$ cat config.mk
export PLATFORM = sky130hd
export DESIGN_NAME = log_posit_encoder_flat
export DESIGN_NICKNAME = d
export VERILOG_FILES = /design/src/hw/rtl/lpe_pkg.sv /design/src/hw/rtl/lpe_in_if.sv /design/src/hw/rtl/lpe_out_if.sv /design/src/hw/rtl/log_posit_encoder.sv /design/src/flat_wrapper.sv
export SDC_FILE = /design/constraint.sdc
export NUM_CORES = 1
export LEC_CHECK = 0
export BUFFER_PORTS_ARGS = -buffer_cell sky130_fd_sc_hd__buf_4
export CAP_MARGIN = 20
export CORE_ASPECT_RATIO = 0.5
export CORE_MARGIN = 8
export CORE_UTILIZATION = 50
export DETAILED_ROUTE_END_ITERATION = 8
export GPL_ROUTABILITY_DRIVEN = 0
export HOLD_SLACK_MARGIN = 0.03
export PLACE_DENSITY = 0.7
export SLEW_MARGIN = 20
export SYNTH_ARGS = -nofsm -noshare
export SYNTH_HDL_FRONTEND = slang
export SYNTH_SLANG_ARGS = --single-unit
$ cat constraint.sdc
create_clock -name clk_i -period 20.3 [get_ports clk_i]
set_input_delay 2.03 -clock clk_i [delete_from_list [all_inputs] [get_ports clk_i]]
set_output_delay 2.03 -clock clk_i [all_outputs]
set_load 0.02 [all_outputs]
$ cat src/hw/rtl/lpe_pkg.sv
// Package for the logarithmic posit encoder.
// Holds the value class codes and the fixed width of the logarithmic input.
// No dependencies.
`timescale 1ns / 1ps

package lpe_pkg;

  localparam int LOG_WIDTH = 32;

  typedef enum logic [1:0] {
    CLS_FINITE  = 2'd0,
    CLS_NAN     = 2'd1,
    CLS_POS_INF = 2'd2,
    CLS_NEG_INF = 2'd3
  } lpe_class_e;

endpackage

$ cat src/hw/rtl/lpe_in_if.sv
// Input channel of the logarithmic posit encoder: valid/ready plus payload.
// Depends on lpe_pkg.
`timescale 1ns / 1ps

interface lpe_in_if import lpe_pkg::*; ();

  logic                        valid;
  logic                        ready;
  logic                        sign;
  logic [1:0]                  value_class;
  logic signed [LOG_WIDTH-1:0] log_value;

  modport source (output valid, output sign, output value_class, output log_value,
                  input ready);
  modport sink (input valid, input sign, input value_class, input log_value,
                output ready);

endinterface

$ cat src/hw/rtl/lpe_out_if.sv
// Output channel of the logarithmic posit encoder: valid/ready plus posit word.
// No dependencies.
`timescale 1ns / 1ps

interface lpe_out_if #(
  parameter int POSIT_WIDTH = 16
) ();

  logic                   valid;
  logic                   ready;
  logic [POSIT_WIDTH-1:0] posit_word;

  modport source (output valid, output posit_word, input ready);
  modport sink (input valid, input posit_word, output ready);

endinterface

$ cat src/hw/rtl/log_posit_encoder.sv
// Logarithmic posit encoder: sign and fixed-point log value to posit word.
// Depends on lpe_pkg, lpe_in_if and lpe_out_if.
//
//   channel | direction | payload
//   --------+-----------+------------------------------------------
//   in_i    | sink      | sign, value_class, log_value
//   out_o   | source    | posit_word (POSIT_WIDTH bits)
//
// One transaction per cycle sustained while out_o is ready; an input register
// followed by the encode logic (negate, clamp, regime shift, round) and a
// result register.
// Reset empties both stages; payload registers are not reset.
// A stall on out_o holds the result register and backs up into the input stage.
`timescale 1ns / 1ps

module log_posit_encoder import lpe_pkg::*; #(
  parameter int POSIT_WIDTH = 16,
  parameter int FRAC_BITS   = 24
) (
  input  logic         clk_i,
  input  logic         rst_ni,
  lpe_in_if.sink       in_i,
  lpe_out_if.source    out_o
);

  localparam int BOUND = 4 * (POSIT_WIDTH - 2);
  localparam int CLW   = $clog2(BOUND + 1) + 1;
  localparam int KW    = $clog2(POSIT_WIDTH);
  localparam int VW    = LOG_WIDTH + 1;
  localparam int CW    = VW + 1;
  localparam int EW    = FRAC_BITS + CW;
  localparam int TW    = FRAC_BITS + 3;
  localparam int FW    = POSIT_WIDTH - 1 + TW;

  localparam logic signed [CW-1:0]  BOUND_P  = CW'(BOUND);
  localparam logic signed [CW-1:0]  BOUND_M  = CW'(-BOUND);
  localparam logic signed [CLW-1:0] BOUND_PC = CLW'(BOUND);
  localparam logic signed [CLW-1:0] BOUND_MC = CLW'(-BOUND);
  localparam logic [KW-1:0]         K_MAX    = KW'(POSIT_WIDTH - 1);

  // input stage
  logic                        s1_valid_q;
  logic                        s1_sign_q;
  lpe_class_e                  s1_class_q;
  logic signed [LOG_WIDTH-1:0] s1_log_q;

  // result stage
  logic                   s2_valid_q;
  logic [POSIT_WIDTH-1:0] s2_word_q;
  logic [POSIT_WIDTH-1:0] s2_word_d;

  logic s1_ready;
  logic s2_ready;

  logic signed [VW-1:0]  v;
  logic signed [EW-1:0]  v_ext;
  logic signed [CW-1:0]  c_raw;
  logic [FRAC_BITS-1:0]  m_raw;
  logic signed [CLW-1:0] c_cl;
  logic [FRAC_BITS-1:0]  m_cl;
  logic signed [CLW-1:0] r;
  logic [CLW-1:0]        k_full;
  logic [KW-1:0]         k;
  logic [KW-1:0]         sh;
  logic                  r0b;
  logic [1:0]            e;
  logic [FW-1:0]         y;
  logic [FW-1:0]         f;
  logic [POSIT_WIDTH-2:0] kept;
  logic                  rbit;
  logic                  sticky;
  logic                  round_up;
  logic [POSIT_WIDTH-1:0] word_fin;

  assign s2_ready   = ~s2_valid_q | out_o.ready;
  assign s1_ready   = ~s1_valid_q | s2_ready;
  assign in_i.ready = s1_ready;

  always_ff @(posedge clk_i or negedge rst_ni) begin
    if (!rst_ni) begin
      s1_valid_q <= 1'b0;
    end else if (s1_ready) begin
      s1_valid_q <= in_i.valid;
    end
  end

  always_ff @(posedge clk_i) begin
    if (s1_ready && in_i.valid) begin
      s1_sign_q  <= in_i.sign;
      s1_class_q <= lpe_class_e'(in_i.value_class);
      s1_log_q   <= in_i.log_value;
    end
  end

  // split signed value into floor and fraction
  always_comb begin
    v     = s1_sign_q ? -{s1_log_q[LOG_WIDTH-1], s1_log_q} : {s1_log_q[LOG_WIDTH-1], s1_log_q};
    v_ext = {{(CW - VW + FRAC_BITS){v[VW-1]}}, v};
    c_raw = v_ext[EW-1:FRAC_BITS];
    m_raw = v_ext[FRAC_BITS-1:0];
  end

  // clamp to the representable range
  always_comb begin
    if (c_raw > BOUND_P || (c_raw == BOUND_P && m_raw != '0)) begin
      c_cl = BOUND_PC;
      m_cl = '0;
    end else if (c_raw < BOUND_M) begin
      c_cl = BOUND_MC;
      m_cl = '0;
    end else begin
      c_cl = c_raw[CLW-1:0];
      m_cl = m_raw;
    end
  end

  // regime, exponent and round to nearest even
  always_comb begin
    r0b      = c_cl[CLW-1];
    e        = c_cl[1:0];
    r        = c_cl >>> 2;
    k_full   = r[CLW-1] ? CLW'(-r) : CLW'(r + CLW'(1));
    k        = k_full[KW-1:0];
    sh       = K_MAX - k;
    y        = {{(POSIT_WIDTH-1){~r0b}}, r0b, e, m_cl};
    f        = y << sh;
    kept     = f[FW-1 -: POSIT_WIDTH-1];
    rbit     = f[FW-POSIT_WIDTH];
    sticky   = |f[FW-POSIT_WIDTH-1:0];
    round_up = rbit & (sticky | kept[0]);
    word_fin = {s1_sign_q, kept} + POSIT_WIDTH'(round_up);
  end

  always_comb begin
    case (s1_class_q)
      CLS_NAN,
      CLS_POS_INF: s2_word_d = {1'b1, {(POSIT_WIDTH-1){1'b0}}};
      CLS_NEG_INF: s2_word_d = '0;
      default:     s2_word_d = word_fin;
    endcase
  end

  always_ff @(posedge clk_i or negedge rst_ni) begin
    if (!rst_ni) begin
      s2_valid_q <= 1'b0;
    end else if (s2_ready) begin
      s2_valid_q <= s1_valid_q;
    end
  end

  always_ff @(posedge clk_i) begin
    if (s2_ready && s1_valid_q) begin
      s2_word_q <= s2_word_d;
    end
  end

  assign out_o.valid      = s2_valid_q;
  assign out_o.posit_word = s2_word_q;

endmodule

$ cat src/flat_wrapper.sv
// flat-port wrapper written by rule: the top's interface ports become plain ports
module log_posit_encoder_flat import lpe_pkg::*;
#(
  parameter int POSIT_WIDTH = 16,
  parameter int FRAC_BITS   = 24
)
  (clk_i, rst_ni, in_i_valid, in_i_sign, in_i_value_class, in_i_log_value, in_i_ready, out_o_valid, out_o_posit_word, out_o_ready);
  lpe_in_if in_i_i ();
  lpe_out_if #(.POSIT_WIDTH(POSIT_WIDTH)) out_o_i ();
  input  logic clk_i;
  input  logic rst_ni;
  input wire logic [$bits(in_i_i.valid)-1:0] in_i_valid;
  input wire logic [$bits(in_i_i.sign)-1:0] in_i_sign;
  input wire logic [$bits(in_i_i.value_class)-1:0] in_i_value_class;
  input wire logic [$bits(in_i_i.log_value)-1:0] in_i_log_value;
  output wire logic [$bits(in_i_i.ready)-1:0] in_i_ready;
  output wire logic [$bits(out_o_i.valid)-1:0] out_o_valid;
  output wire logic [$bits(out_o_i.posit_word)-1:0] out_o_posit_word;
  input wire logic [$bits(out_o_i.ready)-1:0] out_o_ready;
  assign in_i_i.valid = in_i_valid;
  assign in_i_i.sign = in_i_sign;
  assign in_i_i.value_class = in_i_value_class;
  assign in_i_i.log_value = in_i_log_value;
  assign in_i_ready = in_i_i.ready;
  assign out_o_valid = out_o_i.valid;
  assign out_o_posit_word = out_o_i.posit_word;
  assign out_o_i.ready = out_o_ready;
  log_posit_encoder #(.POSIT_WIDTH(POSIT_WIDTH), .FRAC_BITS(FRAC_BITS)) u_core (.clk_i(clk_i), .rst_ni(rst_ni), .in_i(in_i_i), .out_o(out_o_i));
endmodule
# Word level (Yosys, flattened, before mapping)
# Cells that the tools add are included.
# word_totals
ff_bits,53
output_inout_bits,18
wordCells,39
# op_classes
shift,1
n_eq_ne,4
bitwise,7
reduce_logical,7
n_addsub,5
muxes,7
order_cmp,2
# ops
cell,n
24-bit 2-to-1 mux,2
42-bit by 4-bit << shifter with 42-bit output,1
33-bit 2-to-1 mux,1
33-bit negator,1
16-bit one-hot mux with 2 select lines,1
26-bit OR reduction,1
24-bit nonzero test,1
16-bit by 1-bit adder with 16-bit output,1
7-bit 2-to-1 mux,2
9-bit by 7-bit == test with 1-bit output (second input constant),1
9-bit by 7-bit greater-than comparator with 1-bit output (second input constant),1
9-bit by 7-bit < comparator with 1-bit output (second input constant),1
4-bit by 2-bit adder with 4-bit output (second input constant),1
2-bit == test (second input constant),2
4-bit 2-to-1 mux,1
4-bit negator,1
4-bit subtractor (first input constant),1
1-bit logical AND,3
1-bit inverter,3
1-bit bitwise OR,3
2-bit by 1-bit == test with 1-bit output (second input constant),1
2-bit OR reduction,1
1-bit AND,1
1-bit logical OR,1

# Depth between registers and ports, before layout
# logic_depth
ltp_word,15
ltp_mapped,30
ltp_nobuf,26

# Least setup slack after synthesis
# OpenSTA, ideal clock, no wires.
# synth_path
path_kind,flip-flop to flip-flop
startpoint,register u_core.s1_log_q[7]
endpoint,"register u_core.s2_word_q[12] (netlist: u_core.out_o.posit_word[12]), data pin"
arrival_time_ns,6.654
synth_period_minus_slack_ns,6.821
stages_incl_launch_ff,27
t_required_ns,20.133
setup_slack_ns,13.479
cell_sequence,edfxtp_1 > or4_1 > buf_2 > or4_4 > mux2i_1 > or3_1 > nor4_1 > nand4_1 > o211ai_2 > nand2_1 > inv_1 > ha_1 > nand2_1 > or4_1 > o311ai_1 > or2_1 > buf_2 > o211ai_1 > a2111o_1 > a22o_1 > inv_1 > ha_1 > inv_1 > or3b_1 > buf_6 > or4_1 > a211oi_1
# synth_via
elab_chain_len,15
elab_cells_between_ends,23
cone_classes,5 x add/sub; 2 x order compare; 1 x eq/ne; 1 x shift; 7 x mux; 3 x bitwise; 4 x reduce/logical
# synth_rtl
item,line_no,rtl
"start, declared",log_posit_encoder.sv:45,logic signed [LOG_WIDTH-1:0] s1_log_q;
"start signal, assigned",log_posit_encoder.sv:91,s1_log_q <= in_i.log_value;
33-bit negator,log_posit_encoder.sv:97,"v = s1_sign_q ? -{s1_log_q[LOG_WIDTH-1], s1_log_q} : {s1_log_q[LOG_WIDTH-1], s1_log_q};"
33-bit 2-to-1 mux *,log_posit_encoder.sv:97,
branches (longest 7 deep; another with 9-bit by 7-bit < comparator with 1-bit output),-,
42-bit by 4-bit << shifter with 42-bit output *,log_posit_encoder.sv:126,f = y << sh;
26-bit OR reduction,log_posit_encoder.sv:129,sticky = |f[FW-POSIT_WIDTH-1:0];
1-bit bitwise OR,log_posit_encoder.sv:130,round_up = rbit & (sticky | kept[0]);
1-bit AND,log_posit_encoder.sv:130,
16-bit by 1-bit adder with 16-bit output *,log_posit_encoder.sv:131,"word_fin = {s1_sign_q, kept} + POSIT_WIDTH'(round_up);"
16-bit one-hot mux with 2 select lines *,log_posit_encoder.sv:135,case (s1_class_q)
named net u_core.s2_word_d[12],log_posit_encoder.sv:50,logic [POSIT_WIDTH-1:0] s2_word_d;
"end signal, assigned",log_posit_encoder.sv:153,s2_word_q <= s2_word_d;
"end, declared",log_posit_encoder.sv:49,logic [POSIT_WIDTH-1:0] s2_word_q;
# Mark *: on every way through the listed nets, which the timed path passes.
# A chain may end at the register's enable or synchronous reset.

# Worst setup path in the final report
# Ends and elaborated chain as after synthesis.

==> flow_metrics.env <==
export IMPL_status="finished, final reports clean"
export IMPL_power_internal_mw=0.256
export IMPL_syn_area_sq_mm=0.00542
export IMPL_h_tree_depth=2
export IMPL_crit_path_max_fanout=23
export IMPL_setup_viol=0
export IMPL_syn_avg_cell_area_sq_um=8.67
export IMPL_seq_power_share_pct=31.0
export IMPL_synth_seq_cells=53
export IMPL_min_to="u_core.out_o.valid"
export IMPL_tightest_slew_ps=1060
export IMPL_dp_hpwl_microns=12600
export IMPL_core_sq_mm=0.0108
export IMPL_multi_input_area_sq_mm=0.00352
export IMPL_r2r_end="u_core.out_o.posit_word[12]"
export IMPL_critPathLaunchType="flop"
export IMPL_syn_num_nets=670
export IMPL_design_die_area_sq_mm=0.0146
export IMPL_slew_violations=0
export IMPL_num_rows=27
export IMPL_finalHoldViolCount=0
export IMPL_grt_pass1_vias=4910
export IMPL_crit_family="simple AND/OR/NAND/NOR gates"
export IMPL_initial_core_util_pct=50.3
export IMPL_hold_start="u_core.s1_valid_q"
export IMPL_numCtsBuffers=5
export IMPL_drt_pass1_iter_count=7
export IMPL_place_inst=784
export IMPL_numPortBuffers=56
export IMPL_fmax_ghz=0.120
export IMPL_antenna_found_initial=0
export IMPL_die_y_microns=89.6
export IMPL_cp_required_ps=20440
export IMPL_ant_nets=0
export IMPL_drive_above_1_share_pct=17.6
export IMPL_nFillCells=980
export IMPL_hold_slack_ps=504
export IMPL_relSlewSlack_pct=29.4
export IMPL_drc=0
export IMPL_grt_usage_pct=22.4
export IMPL_synth_ff_type="edfxtp_1"
export IMPL_vias=5514
export IMPL_whs_path_depth=1
export IMPL_dieWidth_microns=163
export IMPL_wire_per_inst_microns=21.1
export IMPL_switchingPower_mw=0.194
export IMPL_drt_wl_total_microns=16700
export IMPL_finalWorstPathRequiredPeriod_ps=8350
export IMPL_cts_tree="built"
export IMPL_reg2reg_slack_ps=11950
export IMPL_grt_pass1_wl_microns=26300
export IMPL_worst_path_buf_inv=3
export IMPL_synth_edf_count=51
export IMPL_root_buffer="clkbuf_16"
export IMPL_critical_path_arrival_ps=8490
export IMPL_peakVddDrop_mv=0.0365
export IMPL_worstSetupPathType="flop to flop"
export IMPL_grt_max_degree=57
export IMPL_p_sw_share_pct=43.1
export IMPL_final_cells=792
export IMPL_clk_pin_slew_ps=80
export IMPL_first_iter_violations=891
export IMPL_rsz0062_at_grt="false"
export IMPL_cp_cell_sequence="or4_1 -> or4_4 -> mux2i_1 -> or3_1 -> nor4_1 -> nand4_1 -> o211ai_2 -> nand2_1 -> inv_1 -> ha_1 -> nand2_1 -> or4_1 -> o311ai_1 -> or2_1 -> o211ai_1 -> a2111o_1 -> a22o_1 -> inv_1 -> ha_1 -> inv_1 -> or3b_1 -> or4_1 -> a211oi_1"
export IMPL_clkPwrFrac_pct=20.0
export IMPL_critPathSlowestCell="or4_1"
export IMPL_synth_async_reset_ratio_pct=3.77
export IMPL_rr_worst_depth=23
export IMPL_post_cts_buffers=0
export IMPL_p_per_area_mw_per_mm2=75.4
export IMPL_nNetsFinal=691
export IMPL_clk_path_buf_depth=2
export IMPL_ios=57
export IMPL_end_kind="flop"
export IMPL_regArea_sq_mm=0.00158
export IMPL_grt_ovfl_total=0
export IMPL_cts_sinks=53
export IMPL_post_route_util_pct=55.4
export IMPL_synth_warnings=0
export IMPL_via_per_inst=6.96
export IMPL_comb_power_share_pct=48.9
export IMPL_clk_latency_ps=310
export IMPL_maxCapViolCount=0
export IMPL_slowest_delay_ps=840
export IMPL_skew_ps=8.55
export IMPL_timing_rr_start="u_core.s1_log_q[7]"
export IMPL_finalCritPeriodShare_pct=41.1
export IMPL_postCtsHoldBufs=0
export IMPL_p_leak_nw=2.15
export IMPL_netlist_instances=625
export IMPL_cts_resized=0
export IMPL_syn_to_final_growth_pct=10.1
export IMPL_seq_area_frac_synth_pct=29.2
export IMPL_yosysUniqueCellTypes=90
export IMPL_min_path_type="flop to flop"
export IMPL_tns_ps=0
export IMPL_antenna_diode_count=0
[cell usage after synthesis (7+ instances only)]
library cell  number  area share, %
a21oi_1           27            2.5
a31oi_1           10            1.2
and2_1             9            1.0
and3_1             7           0.81
buf_2             12            1.1
clkbuf_1          26            1.8
edfxtp_1          51             28
inv_1             19            1.3
mux2i_1           18            3.3
nand2_1           54            3.7
nand2b_1          12            1.4
nand3_1            8           0.74
nand4_1            7           0.81
nor2_1            35            2.4
nor3_1            33            3.0
nor4_1            17            2.0
o211ai_1          13            1.8
o21ai_0           33            3.0
o31ai_1            8            1.1
o41ai_1            7            1.1
or3_1             14            1.6
or4_1             14            1.9
xnor2_1           28            4.5
xor2_1            16            2.6
[layout by cell type (no fill, tap or decap), types with 4 or more instances in the layout]
| cell | count |
|---|---|
| inv_1 | 19 |
| nand2b_1 | 12 |
| nor2_1 | 35 |
| o41ai_1 | 7 |
| buf_4 | 62 |
| a21oi_1 | 27 |
| mux2_2 | 5 |
| nand4_1 | 7 |
| o21a_1 | 4 |
| a211oi_1 | 6 |
| xnor2_1 | 28 |
| nand3_1 | 8 |
| mux4_2 | 4 |
| o31ai_1 | 8 |
| and3_1 | 7 |
| a211o_1 | 4 |
| o211ai_1 | 13 |
| nor4_1 | 17 |
| or3_1 | 14 |
| o21ai_0 | 33 |
| xor2_1 | 16 |
| o21ai_1 | 6 |
| nor3_1 | 33 |
| or4_1 | 14 |
| nor2b_1 | 4 |
| a41oi_1 | 4 |
| and2_1 | 9 |
| ha_1 | 6 |
| or2_2 | 4 |
| edfxtp_1 | 51 |
| mux2i_1 | 18 |
| nand2_1 | 54 |
| a31oi_1 | 10 |
| a21o_1 | 5 |
| clkbuf_16 | 5 |
[kinds of logic (layout without fill, tap and decap cells)]
logic type / after synthesis / in the layout / share of synthesized area (%)
AO/OA/AOI/OAI: 188 / 188 / 26.3
adder cells (fa/ha/maj): 6 / 6 / 1.39
AND/OR/NAND/NOR: 239 / 239 / 24.1
buffers and inverters: 68 / 90 / 5.89
XOR/XNOR: 44 / 44 / 7.11
multiplexers: 27 / 27 / 6.03
flip-flops: 53 / 53 / 29.2
[power groups by stage]
stage	clock network [mW]	registers [mW]	logic, mW
finish	0.0901	0.140	0.220
global route	0.0941	0.141	0.234
CTS	0.0907	0.139	0.210
detailed placement	0	0.142	0.208
global placement	0	0.141	0.206
floorplan	0	0.142	0.155
[per-stage QoR]
stage                     area, sq um  total power [mW]  setup slack [ps]
after floorplan                  5420             0.296             13480
after global placement           5820             0.347             12610
after detailed placement         5820             0.350             12220
after CTS                        5970             0.440             12180
after global routing             5970             0.469             11610
final                            5970             0.450             11950
[layer usage]
layer  track usage (%)  share of wire [%]  up-vias
met5                 0                  0        -
met4              3.64               0.85        0
met3              7.19                 16       27
met2              30.3                 38      450
met1              33.9                 45     2581
li1                  -                  -     2456
[worst max-delay path by stage]
stage               cells after the start          startpoint  slack, ps                     endpoint
floorplan                              26  u_core.s1_log_q[7]      13480  u_core.out_o.posit_word[12]
global placement                       23  u_core.s1_log_q[7]      12610  u_core.out_o.posit_word[12]
detailed placement                     23  u_core.s1_log_q[7]      12220  u_core.out_o.posit_word[12]
CTS                                    23  u_core.s1_log_q[7]      12180  u_core.out_o.posit_word[12]
global route                           24  u_core.s1_log_q[7]      11610  u_core.out_o.posit_word[12]
finish                                 23  u_core.s1_log_q[7]      11950  u_core.out_o.posit_word[12]
[registers in the layout (all words and copies together) (netlist names)]
register	cells
u_core.out_o.valid	1
u_core.s1_valid_q	1
u_core.s1_class_q	2
u_core.s1_sign_q	1
u_core.out_o.posit_word	16
u_core.s1_log_q	32
[cell type report]
class,count,share of cell area [%]
clock buffers,5,2.10
repair buffers,62,7.80
flip-flops and latches,53,26.5
clock inverters,3,0.356
well taps,145,3.04
inverters,20,1.26
multi-input cells,504,59.0
Note: power is estimated with default switching activity, not from simulation.
